==> src/rtl/qrmask_pkg.sv <==
package qrmask_pkg;

    // Field widths
    localparam int unsigned COORD_W   = 8;
    localparam int unsigned MODULE_W  = 2;
    localparam int unsigned VERSION_W = 6;
    localparam int unsigned MASK_W    = 3;
    localparam int unsigned SIDE_W    = 9;   // 4*63+17 = 269 fits in 9 bits
    localparam int unsigned CFG_IDX_W = 1;
    localparam int unsigned CFG_DAT_W = 6;

    // Configuration register indexes
    localparam logic [CFG_IDX_W-1:0] CFG_QR_VERSION   = 1'd0;
    localparam logic [CFG_IDX_W-1:0] CFG_MASK_PATTERN = 1'd1;

    // Register reset values
    localparam logic [VERSION_W-1:0] VERSION_RST = 6'd1;
    localparam logic [MASK_W-1:0]    MASK_RST    = 3'd0;

    // Symbol geometry
    localparam logic [SIDE_W-1:0]  GRID_BASE     = 9'd17;
    localparam logic [SIDE_W-1:0]  FINDER_SPAN   = 9'd9;
    localparam logic [SIDE_W-1:0]  FINDER_OFF    = 9'd8;
    localparam logic [SIDE_W-1:0]  VINFO_LO_OFF  = 9'd11;
    localparam logic [SIDE_W-1:0]  VINFO_HI_OFF  = 9'd9;
    localparam logic [SIDE_W-1:0]  VINFO_SPAN    = 9'd6;
    localparam logic [COORD_W-1:0] TIMING_LINE   = 8'd6;
    localparam logic [VERSION_W-1:0] VINFO_MIN_VER = 6'd7;

    // Stored module codes
    localparam logic [MODULE_W-1:0] MOD_FIRST_RESERVED = 2'd2;

    // Mask formulas
    typedef enum logic [MASK_W-1:0] {
        MASK_SUM_MOD2     = 3'd0,
        MASK_ROW_MOD2     = 3'd1,
        MASK_COL_MOD3     = 3'd2,
        MASK_SUM_MOD3     = 3'd3,
        MASK_BLOCK        = 3'd4,
        MASK_PROD_SUM     = 3'd5,
        MASK_PROD_PARITY  = 3'd6,
        MASK_MIXED_PARITY = 3'd7
    } t_mask_sel;

    // x / 3 for 8-bit x: (x * 171) >> 9 is exact over 0..255, quotient fits 7 bits
    function automatic logic [COORD_W-1:0] div3(input logic [COORD_W-1:0] x);
        logic [15:0] prod;
        prod = 16'(x) * 16'd171;
        return {1'b0, prod[15:9]};
    endfunction

    function automatic logic [1:0] mod3(input logic [COORD_W-1:0] x);
        logic [COORD_W-1:0] q;
        logic [9:0]         r;
        q = div3(x);
        r = 10'(x) - 10'(q) * 10'd3;
        return r[1:0];
    endfunction

    // Reduce a value in 0..4 modulo 3
    function automatic logic [1:0] mod3_small(input logic [2:0] x);
        logic [2:0] r;
        r = (x >= 3'd3) ? (x - 3'd3) : x;
        return r[1:0];
    endfunction

endpackage

==> src/rtl/qr_data_mask_apply.sv <==
// Channel   | Direction | Handshake              | Payload
// ----------+-----------+------------------------+-------------------------------
// in        | input     | i_in_valid / o_in_stall  | i_row, i_col, i_module_in
// out       | output    | o_out_valid / i_out_stall | o_module_out, o_was_masked
// cfg       | input     | i_cfg_valid / o_cfg_ready | i_cfg_index, i_cfg_data
//
// One module per cycle while the output is not stalled; a module reaches the output
// through the input register, then the result register (the decision logic sits between).
// Reset (i_rst_n low at a clock edge) empties both stages and loads version 1, mask 0.
// A stall on the output holds the result register; the input register keeps filling
// until both stages are full, then o_in_stall is raised in the same cycle.
// The config port is always ready; writes are expected only while the block is idle.
module qr_data_mask_apply
    import qrmask_pkg::*;
(
    input  logic                 i_clk,
    input  logic                 i_rst_n,

    input  logic                 i_in_valid,
    output logic                 o_in_stall,
    input  logic [COORD_W-1:0]   i_row,
    input  logic [COORD_W-1:0]   i_col,
    input  logic [MODULE_W-1:0]  i_module_in,

    output logic                 o_out_valid,
    input  logic                 i_out_stall,
    output logic [MODULE_W-1:0]  o_module_out,
    output logic                 o_was_masked,

    input  logic                 i_cfg_valid,
    output logic                 o_cfg_ready,
    input  logic [CFG_IDX_W-1:0] i_cfg_index,
    input  logic [CFG_DAT_W-1:0] i_cfg_data
);

    // Configuration registers
    logic [VERSION_W-1:0] r_version;
    logic [MASK_W-1:0]    r_mask;

    // Input stage
    logic                r_in_valid;
    logic [COORD_W-1:0]  r_row;
    logic [COORD_W-1:0]  r_col;
    logic [MODULE_W-1:0] r_mod;

    // Result stage
    logic                r_out_valid;
    logic [MODULE_W-1:0] r_mod_out;
    logic                r_masked;
    logic [MODULE_W-1:0] n_mod_out;
    logic                n_masked;

    logic out_load;   // result register free to take the input stage
    logic in_load;    // input register free to take a transaction

    assign o_cfg_ready = 1'b1;

    always_ff @(posedge i_clk) begin
        if (!i_rst_n) begin
            r_version <= VERSION_RST;
            r_mask    <= MASK_RST;
        end else if (i_cfg_valid) begin
            case (i_cfg_index)
                CFG_QR_VERSION:   r_version <= i_cfg_data[VERSION_W-1:0];
                CFG_MASK_PATTERN: r_mask    <= i_cfg_data[MASK_W-1:0];
                default: ;
            endcase
        end
    end

    // Two-stage flow control
    assign out_load   = !r_out_valid || !i_out_stall;
    assign in_load    = !r_in_valid || out_load;
    assign o_in_stall = !in_load;

    always_ff @(posedge i_clk) begin
        if (!i_rst_n) begin
            r_in_valid <= 1'b0;
        end else if (in_load) begin
            r_in_valid <= i_in_valid;
        end
    end

    always_ff @(posedge i_clk) begin
        if (in_load && i_in_valid) begin
            r_row <= i_row;
            r_col <= i_col;
            r_mod <= i_module_in;
        end
    end

    // --- Data-module decision ---
    logic [SIDE_W-1:0] side;
    logic [SIDE_W-1:0] row_x;
    logic [SIDE_W-1:0] col_x;
    logic              outside;
    logic              finder;
    logic              vinfo;
    logic              reserved;
    logic              timing;
    logic              is_data;

    assign side  = {1'b0, r_version, 2'b00} + GRID_BASE;
    assign row_x = {1'b0, r_row};
    assign col_x = {1'b0, r_col};

    assign outside = (row_x >= side) || (col_x >= side);

    // Top-left, bottom-left and top-right finder areas (top-left covers format info)
    assign finder = ((row_x < FINDER_SPAN) && (col_x < FINDER_SPAN))
                 || ((row_x >= side - FINDER_OFF) && (col_x < FINDER_SPAN))
                 || ((row_x < FINDER_SPAN) && (col_x >= side - FINDER_OFF));

    // Version information blocks, present from version 7 on
    assign vinfo = (r_version >= VINFO_MIN_VER)
                && (((row_x < VINFO_SPAN) && (col_x >= side - VINFO_LO_OFF)
                                          && (col_x <= side - VINFO_HI_OFF))
                 || ((row_x >= side - VINFO_LO_OFF) && (row_x <= side - VINFO_HI_OFF)
                                          && (col_x < VINFO_SPAN)));

    assign reserved = (r_mod >= MOD_FIRST_RESERVED);
    assign timing   = (r_row == TIMING_LINE) || (r_col == TIMING_LINE);
    assign is_data  = !(outside || finder || vinfo || reserved || timing);

    // --- Mask formula ---
    // Residues only: i mod 3 and j mod 3 set both (i+j) mod 3 and (i*j) mod 3.
    logic [1:0]         row_m3;
    logic [1:0]         col_m3;
    logic [1:0]         sum_m3;
    logic [1:0]         prod_m3;
    logic [3:0]         prod_small;
    logic               sum_m2;
    logic               prod_m2;
    logic [COORD_W-1:0] col_d3;
    logic               mask_hit;

    assign row_m3     = mod3(r_row);
    assign col_m3     = mod3(r_col);
    assign sum_m3     = mod3_small(3'(row_m3) + 3'(col_m3));
    assign prod_small = 4'(row_m3) * 4'(col_m3);
    assign prod_m3    = mod3_small(prod_small[2:0]);
    assign sum_m2     = r_row[0] ^ r_col[0];
    assign prod_m2    = r_row[0] & r_col[0];
    assign col_d3     = div3(r_col);

    always_comb begin
        case (t_mask_sel'(r_mask))
            MASK_SUM_MOD2:     mask_hit = !sum_m2;
            MASK_ROW_MOD2:     mask_hit = !r_row[0];
            MASK_COL_MOD3:     mask_hit = (col_m3 == 2'd0);
            MASK_SUM_MOD3:     mask_hit = (sum_m3 == 2'd0);
            // (i/2 + j/3) mod 2 is the parity of the two low quotient bits
            MASK_BLOCK:        mask_hit = !(r_row[1] ^ col_d3[0]);
            MASK_PROD_SUM:     mask_hit = !prod_m2 && (prod_m3 == 2'd0);
            MASK_PROD_PARITY:  mask_hit = !(prod_m2 ^ prod_m3[0]);
            MASK_MIXED_PARITY: mask_hit = !(sum_m2 ^ prod_m3[0]);
            default:           mask_hit = 1'b0;
        endcase
    end

    // A data module holds 0 or 1, so inversion only flips the low bit
    always_comb begin
        n_masked  = is_data && mask_hit;
        n_mod_out = n_masked ? {1'b0, ~r_mod[0]} : r_mod;
    end

    always_ff @(posedge i_clk) begin
        if (!i_rst_n) begin
            r_out_valid <= 1'b0;
        end else if (out_load) begin
            r_out_valid <= r_in_valid;
        end
    end

    always_ff @(posedge i_clk) begin
        if (out_load && r_in_valid) begin
            r_mod_out <= n_mod_out;
            r_masked  <= n_masked;
        end
    end

    assign o_out_valid  = r_out_valid;
    assign o_module_out = r_mod_out;
    assign o_was_masked = r_masked;

endmodule

==> config.mk <==
export PLATFORM = sky130hd
export DESIGN_NAME = qr_data_mask_apply
export DESIGN_NICKNAME = d
export VERILOG_FILES = /design/src/rtl/qrmask_pkg.sv /design/src/rtl/qr_data_mask_apply.sv
export SDC_FILE = /design/constraint.sdc
export NUM_CORES = 1
export LEC_CHECK = 0
export BUFFER_PORTS_ARGS = -buffer_cell sky130_fd_sc_hd__buf_4
export CORE_ASPECT_RATIO = 0.5
export CORE_UTILIZATION = 32
export CTS_CLUSTER_SIZE = 30
export DETAILED_ROUTE_END_ITERATION = 8
export SLEW_MARGIN = 10
export SYNTH_ARGS = -nofsm -noshare
export SYNTH_HDL_FRONTEND = slang
export SYNTH_SLANG_ARGS = --single-unit
==> constraint.sdc <==
create_clock -name i_clk -period 9.6 [get_ports i_clk]
set_input_delay 0 -clock i_clk [delete_from_list [all_inputs] [get_ports i_clk]]
set_output_delay 0 -clock i_clk [all_outputs]
set_load 0.1 [all_outputs]
After elaboration in Yosys (flattened, before gate mapping)

Index checks and enable logic that the tools add are counted.

Flip-flop bits (word level): 32
Output and inout bits: 6

Order comparisons: 16
Reduce and logical (&&, ||, !) cells: 40
Bitwise operators: 7
Multiply operators: 5
$add $sub $neg: 9
Equal/unequal tests: 9
Multiplexer cells: 4

Operator list:

| operator               | number |
|---|---|
| $ge A8 B9 Y1           | 6 |
| $mul A8 B8 Y16 const B | 2 |
| $sub A9 B4 Y9 const B  | 3 |
| $le A8 B9 Y1           | 2 |
| $eq A8 B3 Y1 const B   | 2 |
| $lt A8 B3 Y1 const B   | 2 |
| $lt A8 B4 Y1 const B   | 2 |
| $mul A7 B2 Y2 const B  | 2 |
| $eq A3 B3 Y1 const B   | 4 |
| $logic_and A1 B1 Y1    | 12 |
| $logic_not A1 Y1       | 11 |
| $logic_or A1 B1 Y1     | 11 |
| $add A8 B5 Y9 const B  | 1 |
| $pmux W1 S8            | 1 |
| $eq A3 B2 Y1 const B   | 2 |
| $ge A3 B2 Y1 const B   | 2 |
| $ge A6 B3 Y1 const B   | 1 |
| $logic_not A2 Y1       | 3 |
| $mux W2                | 2 |
| $reduce_and A2 Y1      | 2 |
| $sub A2 B2 Y2          | 2 |
| $sub A2 B2 Y2 const B  | 2 |
| $xor A1 B1 Y1          | 4 |
| $add A2 B2 Y3          | 1 |
| other kinds (7)        | 8 |

Logic depth before layout (Yosys ltp)

Gate-level depths: netlist of the first run.

Depth in word-level cells: 13
Gate-level depth with buffers: 29

Worst setup path after synthesis of the first run

No wires, ideal clock.

Path type: register to register
From: reg r_col[1]
To: reg r_mod_out[0], in the netlist o_module_out[0], data pin
Clock period less this slack: 6737 ps
Arrival: 6480 ps
Path buffers: 0
Required time: 9343 ps
Stages on the path, launching flop included: 29
Slack: 2863 ps
Cell sequence: edfxtp_1 ha_1 fa_1 fa_1 inv_1 fa_1 inv_1 ha_1 nand3_1 o211ai_1 nor2_1 xnor2_1 ha_1 inv_1 ha_1 nor2_1 xnor2_1 xnor2_1 xnor2_1 and2_1 ha_1 ha_1 or4_1 o21ai_0 xor2_1 a21oi_1 a21oi_1 o31a_2 xor2_1

Word-level cells in the longest chain between the ends: 11
Elaborated cells on any way between the ends: 48
Classes of those cells: 4 x add/sub; 3 x mul; 8 x order compare; 1 x eq/ne; 4 x mux; 3 x bitwise; 25 x reduce/logical

Ends and longest elaborated chain:

| item                                            | RTL line                                             | RTL |
|---|---|---|
| start, declared                                 | qr_data_mask_apply.sv:43                             | `logic [COORD_W-1:0] r_col;` |
| start signal, assigned                          | qr_data_mask_apply.sv:87                             | `r_col <= i_col;` |
| $mul A8 B8 Y16 (tied with other cells)          | qrmask_pkg.sv:48                                     | `prod = 16'(x) * 16'd171;` |
| $mul A7 B2 Y2 (tied with other cells)           | qrmask_pkg.sv:56                                     | `r = 10'(x) - 10'(q) * 10'd3;` |
| $sub A2 B2 Y2 (tied with other cells)           | qrmask_pkg.sv:56                                     |  |
| $mul A2 B2 Y3 (tied with other cells)           | qr_data_mask_apply.sv:140                            | `assign prod_small = 4'(row_m3) * 4'(col_m3);` |
| $ge A3 B2 Y1 (tied with other cells)            | qrmask_pkg.sv:63                                     | `r = (x >= 3'd3) ? (x - 3'd3) : x;` |
| $mux W2 or $logic_or A1 B1 Y1 (tied branches)   | qrmask_pkg.sv:63, qr_data_mask_apply.sv:123          |  |
| $xor A1 B1 Y1 (tied with other cells)           | qr_data_mask_apply.sv:156                            | `MASK_MIXED_PARITY: mask_hit = !(sum_m2 ^ prod_m3[0]);` |
| $logic_not A1 Y1 (tied with other cells)        | qr_data_mask_apply.sv:156                            |  |
| $pmux W1 S8 or $logic_not A1 Y1 (tied branches) | qr_data_mask_apply.sv:147, qr_data_mask_apply.sv:123 |  |
| $logic_and A1 B1 Y1 (*)                         | qr_data_mask_apply.sv:163                            | `n_masked = is_data && mask_hit;` |
| via n_masked                                    | qr_data_mask_apply.sv:51                             | `logic n_masked;` |
| $mux W1 (*)                                     | qr_data_mask_apply.sv:164                            | `n_mod_out = n_masked ? {1'b0, ~r_mod[0]} : r_mod;` |
| via n_mod_out[0]                                | qr_data_mask_apply.sv:50                             | `logic [MODULE_W-1:0] n_mod_out;` |
| end signal, assigned                            | qr_data_mask_apply.sv:177                            | `r_mod_out <= n_mod_out;` |
| end, declared                                   | qr_data_mask_apply.sv:48                             | `logic [MODULE_W-1:0] r_mod_out;` |

The timed path passes the listed nets; every way through them passes the cells marked *.
A chain may end at the register's enable or synchronous reset.

Worst setup path after layout of the first run

From: reg r_row[1]
To: reg r_mod_out[0], in the netlist o_module_out[0], data pin

Word-level cells in the longest chain between the ends: 11
Elaborated cells on any way between the ends: 48
Classes of those cells: 4 x add/sub; 3 x mul; 8 x order compare; 1 x eq/ne; 4 x mux; 3 x bitwise; 25 x reduce/logical

Ends and longest elaborated chain:

| item                                            | RTL line                                             | RTL |
|---|---|---|
| start, declared                                 | qr_data_mask_apply.sv:42                             | `logic [COORD_W-1:0] r_row;` |
| start signal, assigned                          | qr_data_mask_apply.sv:86                             | `r_row <= i_row;` |
| $mul A8 B8 Y16 (tied with other cells)          | qrmask_pkg.sv:48                                     |  |
| $mul A7 B2 Y2 (tied with other cells)           | qrmask_pkg.sv:56                                     |  |
| $sub A2 B2 Y2 (tied with other cells)           | qrmask_pkg.sv:56                                     |  |
| $mul A2 B2 Y3 (tied with other cells)           | qr_data_mask_apply.sv:140                            |  |
| $ge A3 B2 Y1 (tied with other cells)            | qrmask_pkg.sv:63                                     |  |
| $mux W2 or $logic_or A1 B1 Y1 (tied branches)   | qrmask_pkg.sv:63, qr_data_mask_apply.sv:123          |  |
| $xor A1 B1 Y1 (tied with other cells)           | qr_data_mask_apply.sv:156                            |  |
| $logic_not A1 Y1 (tied with other cells)        | qr_data_mask_apply.sv:156                            |  |
| $pmux W1 S8 or $logic_not A1 Y1 (tied branches) | qr_data_mask_apply.sv:147, qr_data_mask_apply.sv:123 |  |
| $logic_and A1 B1 Y1 (*)                         | qr_data_mask_apply.sv:163                            |  |
| via n_masked                                    | qr_data_mask_apply.sv:51                             |  |
| $mux W1 (*)                                     | qr_data_mask_apply.sv:164                            |  |
| via n_mod_out[0]                                | qr_data_mask_apply.sv:50                             |  |

Marked as above.

==> results of run 1 <==
## registers in the layout (all words and copies together), names as in the netlist
| register | flops |
|---|---|
| o_module_out | 2 |
| r_row | 8 |
| r_mask | 3 |
| r_col | 8 |
| o_was_masked | 1 |
| r_mod | 2 |
| o_out_valid | 1 |
| r_in_valid | 1 |
| r_version | 6 |
## cells in the final DEF, fill, tap and decap left out, types with 6 or more instances in the layout
cell type,instances
nor3_1,6
nand2_1,22
nor2b_1,8
nand3_1,12
xor2_1,14
inv_1,78
edfxtp_1,21
o21ai_0,12
a21o_1,6
a21oi_1,23
xnor2_1,21
dfxtp_1,11
fa_1,21
ha_1,110
dlygate4sd3_1,26
nor2_1,23
buf_4,34
## cells in the mapped netlist (all sizes together) (5+ instances only)
master	number
a21boi	5
a21o	6
a21oi	23
dfxtp	11
edfxtp	21
fa	21
ha	110
inv	78
nand2	22
nand3	12
nor2	23
nor2b	9
nor3	7
o21ai	12
xnor2	21
xor2	14
## critical path, stage by stage (launching register included)
cell	delay, ns
edfxtp_1	0.62
ha_1	0.43
fa_1	0.49
fa_1	0.51
inv_1	0.05
fa_1	0.52
inv_1	0.04
ha_1	0.26
o21ai_0	0.12
o31ai_2	0.37
xor2_1	0.14
ha_1	0.32
inv_1	0.05
ha_1	0.17
nor2_1	0.12
xnor2_1	0.15
xnor2_1	0.12
xnor2_1	0.41
and2_1	0.19
ha_1	0.24
ha_1	0.21
or4_1	0.49
o21ai_0	0.11
xor2_1	0.09
a21oi_1	0.14
a21oi_1	0.08
o31a_2	0.36
xor2_1	0.14
## routing by layer
layer,GRT usage (%),vias to the layer above,routed length (um)
met5,0,-,0
met4,2.50,0,61
met3,1.98,4,158
met2,26.4,31,4690
met1,19.2,1538,4920
li1,-,1715,-
## worst min path at each step
stage / end / slack [ns] / depth (start not counted)
final: r_version[0] / 0.003 / 2
after global routing: r_version[0] / 0.02 / 2
after floorplan: r_col[0] / 0.1 / 0
after global placement: r_col[4] / 0.18 / 1
after CTS: r_version[0] / 0.003 / 2
after detailed placement: r_col[6] / 0.18 / 1
## cell families after synthesis
family / count (synthesis) / synth area share (%)
muxes: 4 / 0.912
AOI/OAI and AO/OA: 78 / 12.5
adders and majority gates: 131 / 40.9
buffers and inverters: 84 / 7.47
other: 1 / 0.0855
and+or+nand+nor: 97 / 11.1
DFF: 32 / 19.4
xor gates and xnor gates: 36 / 7.59
## repair_timing
| item | 4_1_cts | 5_1_grt |
|---|---|---|
| setup buffers | 0 | 0 |
| hold endpoints to repair | 26 | 0 |
| resized for setup | 0 | 0 |
| hold buffers | 26 | 0 |
## stage by stage
stage               area, sq um  power (W)
floorplan                  4390   0.000875
global placement           4820    0.00101
detailed placement         4820    0.00104
CTS                        5220    0.00120
global route               5220    0.00135
finish                     5220    0.00119
## layout make-up
type / count / area [sq um]
Inverter: 78 / 293
Clock inverter: 3 / 13.8
Multi-Input combinational cell: 347 / 3210
Sequential cell: 32 / 851
Clock buffer: 5 / 125
Fill cell: 1249 / 7800
Timing Repair Buffer: 60 / 515
Tap cell: 170 / 213
## power by group through the flow
| stage | logic [W] | clock network, W | registers [W] |
|---|---|---|---|
| floorplan | 0.000700 | 0 | 0.000175 |
| finish | 0.000862 | 0.000152 | 0.000174 |
| detailed placement | 0.000859 | 0 | 0.000177 |
| global route | 0.00101 | 0.000163 | 0.000176 |
| global placement | 0.000831 | 0 | 0.000176 |
| CTS | 0.000873 | 0.000157 | 0.000174 |
==> out/results.ini, run 1 <==
[outcome]
status=completed

[sta]
tns_ns=0
fmax_mhz=139
setup_viol_count_final=0
fin_crit_sh_pct=75.0
worstMarginPinSlew_ns=1.11
finalWorstSetupSlack_ns=2.40
rsz0062_at_grt=false
relSlewSlack_pct=25.6
drv_slew=0
fin_hold_ws_ns=0.00275
min_period_ns=7.20
fin_skew_ns=0.00775
hold_violations=0

[logic_synthesis]
ys_ff_latch=32
avgSynthCellArea_sq_um=9.48
async_flop_share_pct=0
ys_top_cells_by_area=ha_1 31%, edfxtp_1 14%, fa_1 9.6%
yosys_warnings=0
synth_nets=624
netlist_instances=463
synthFlopType=edfxtp_1
netlist_area_sq_um=4390
ys_seq_area_share_pct=19.4
yosys.area.top_type_share_pct=31.4
synth_cell_types=55
yosysTopAreaCell=ha_1
synth_edf_count=21

[placement]
post-dp-hpwl_um=7870
routabilityCongestion=0.835
place_ws_ns=2.39
portBuffers=34
dp_cells=661

[setup_path]
crit_fanout=13
crit_path_start=r_row[1]
crit_required_ns=9.62
reg2reg_slack_ns=2.40
cp-endpoint=o_module_out[0]
r2r-start=r_row[1]
reg2reg_to=o_module_out[0]
worst-r2r-cell-count=27
worstSetupPathType=register to register
endpoint_kind=register
start_kind=register
arrival_ns=7.22

[global_routing]
grt_antenna_before_repair=0
grt-ovfl-total=0
grt_max_degree=19
grt_pass1_vias=3297
grt_pass1_wl_um=16500
grt_util_all_layers_pct=14.8

[detailed_routing]
wl_per_cell_um=14.1
drc=0
dr.pass1.iters=4
ant_nets=0
wl_um=9830
first_iter_violations=120
vias=3288
avgViaCountPerCell=4.73

[pwr]
p_seq_share_pct=14.6
pwr-share-clk_pct=12.8
combinationalPowerShare_pct=72.6
ir_drop_mv=0.216
cellLeakagePower_nw=2.51
internal_power_w=0.000650
switching_share_pct=45.3
switching_power_w=0.000537
powerDensity_nw_per_um2=227

[job]
cap_violations=0

[floorplan]
placement_rows=29
start_util_pct=33.7
die_w_um=168
io_pins=36
core_area_sq_um=13000
die_h_um=84.8
die-area_sq_um=14200

[hold_path]
hold_class=input port to register
hp-start=i_rst_n

[clocking]
cts.clk_slew.worst_paths_ns=0.06
cts_root_buf=clkbuf_16
clock-sinks=32
cts_tree=yes
htreeDepth=2
cts_buffer_depth=2
cts_buffers=5
clk_latency_ns=0.28

[cells_and_area]
syn2layout_area_growth_pct=19.0
fin_nets=685
drive_above_1_share_pct=9.90
diodes=0
fin_cells=695
fin_util_pct=40.1

Power figures use the tool's default switching activity.
==> inputs of run 2 (changes only) <==
clock period = 6.1 ns   (was 9.6 ns; I/O delays follow)
==> run 2 against run 1 <==
Against the previous run:
- the run now ends with negative setup slack left
- largest cell class unchanged
- critical path type unchanged
- cell count increased by 6.2%
- worst hold slack worse by 0.0027 ns
- combinational power increased by 140%
- wire length rose by 5.5%
==> out/results.ini, run 2 (same netlist as run 1, synthesis figures left out) <==
[placement]
placed_area_sq_um=5130
routabilityCongestion=0.832
dp_cells=695
portBuffers=34
post-dp-hpwl_um=8220

[outcome]
violations=negative setup slack
status=complete, but fails checks

[detailed_routing]
wl_met3_um=241
vias=3511
ant_nets=0
first_iter_violations=143
drc=0
wl_um=10400
met1_length_um=5040
wl_met2_um=5010
wl_per_cell_um=14.1
topRoutingLayerUsed=met4
avgViaCountPerCell=4.76
dr.pass1.iters=4

[hold_path]
hold_class=input port to register

[setup_path]
crit_path_max_incr_delay_ns=0.52
slowest_stage=or4_1
start_kind=register
crit_required_ns=6.13
crit_fanout=3
endpoint_kind=register
arrival_ns=6.34
reg2reg_slack_ns=-0.21
worstSetupPathType=register to register

[clocking]
cts_buffers=5
cts_root_buf=clkbuf_16
cts_tree=yes
htreeDepth=2
clk_latency_ns=0.28
cts.clk_slew.worst_paths_ns=0.05
clock-sinks=32
cts_buffer_depth=2

[sta]
setup_viol_count_final=2
worstMarginPinSlew_ns=1.02
tns_ns=-0.284
fin_crit_sh_pct=103
finalWorstSetupSlack_ns=-0.208
hold_violations=0
fin_hold_ws_ns=0.0000530
rsz0062_at_grt=true
fin_skew_ns=0.00759
drv_slew=0
relSlewSlack_pct=31.7
min_period_ns=6.31
fmax_mhz=159

[cells_and_area]
fin_nets=728
syn2layout_area_growth_pct=30.8
layout_commonest_cell=ha_1
drive_above_1_share_pct=21.7
final_cell_mix=97 x ha_1, 79 x buf_4, 76 x inv_1
top_regs=r_col: 8 flops, r_row: 8 flops, r_version: 6 flops
fin_util_pct=44.1
diodes=0
final_area_sq_um=5740
fin_cells=738

[global_routing]
grt-ovfl-total=0
grt_max_degree=19
grt_antenna_before_repair=0
grt_util_all_layers_pct=15.8
grt_pass1_wl_um=17700
grt_pass1_vias=3629

[pwr]
ir_drop_mv=0.472
cellLeakagePower_nw=2.74
powerDensity_nw_per_um2=451

[job]
cap_violations=0

[floorplan]
placement_rows=29
die_w_um=168
die-area_sq_um=14200
io_pins=36
die_h_um=84.8
core_area_sq_um=13000
start_util_pct=33.7

[run 2: changes by cell type in the layout (fill, tap and decap cells not counted), sizes merged]
cell         previous run  this run
buf                    34        79
bufinv                  0         1
clkinv                  3         1
clkinvlp                0         1
dlygate4sd3            26        24
[run 2: final timing paths]
kind | from | end | cells past startpoint
worst min-delay path | i_rst_n | r_version[0] | 2
worst max register to register | r_row[3] | o_module_out[0] | 29
worst max-delay path | r_row[3] | o_module_out[0] | 29
worst min register to register | r_mod[1] | o_module_out[1] | 0
[run 2: repair_timing]
action	in CTS	in global routing
resized for setup	16	3
endpoints found under the setup margin	2	2
pin swaps	31	13
hold buffers	24	0
endpoints found under the hold margin	24	0
setup buffers	9	2
[run 2: through the flow]
step	worst slack, ns	total power (W)
after global placement	-0.272	0.00182
final	-0.208	0.00259
after detailed placement	-0.420	0.00188
after CTS	-0.282	0.00255
after floorplan	-0.250	0.00142
after global routing	-0.498	0.00285
[run 2: critical path: cells and delay by family (launching register included)]
kind	cells	cell delay, ns
AOI/OAI and AO/OA	6	0.79
xor gates and xnor gates	6	0.94
adders and majority gates	9	2.81
buffers and inverters	3	0.15
DFF	1	0.44
and+or+nand+nor	5	0.93
[run 2: routing by layer]
layer | global-route usage [%] | vias to the layer above
met3 | 2.07 | 10
met4 | 2.59 | 0
met1 | 20.1 | 1660
met2 | 28.8 | 39
met5 | 0 | -
li1 | - | 1802
[run 2: final cells by class]
class	instances	area, sq um
tap	170	213
multi-input combinational	347	3380
sequential	32	851
clock inverter	3	42.5
timing repair buffer	103	833
fill	1226	7290
inverter	78	293
clock buffer	5	125
[run 2: power by group]
group	leakage (nW)	internal, W	total [W]	switching [W]
Sequential	0.294	0.000245	0.000259	0.0000140
Combinational	2.37	0.00107	0.00204	0.000971
Clock	0.0798	0.000192	0.000286	0.0000942
Total	2.74	0.00151	0.00259	0.00108
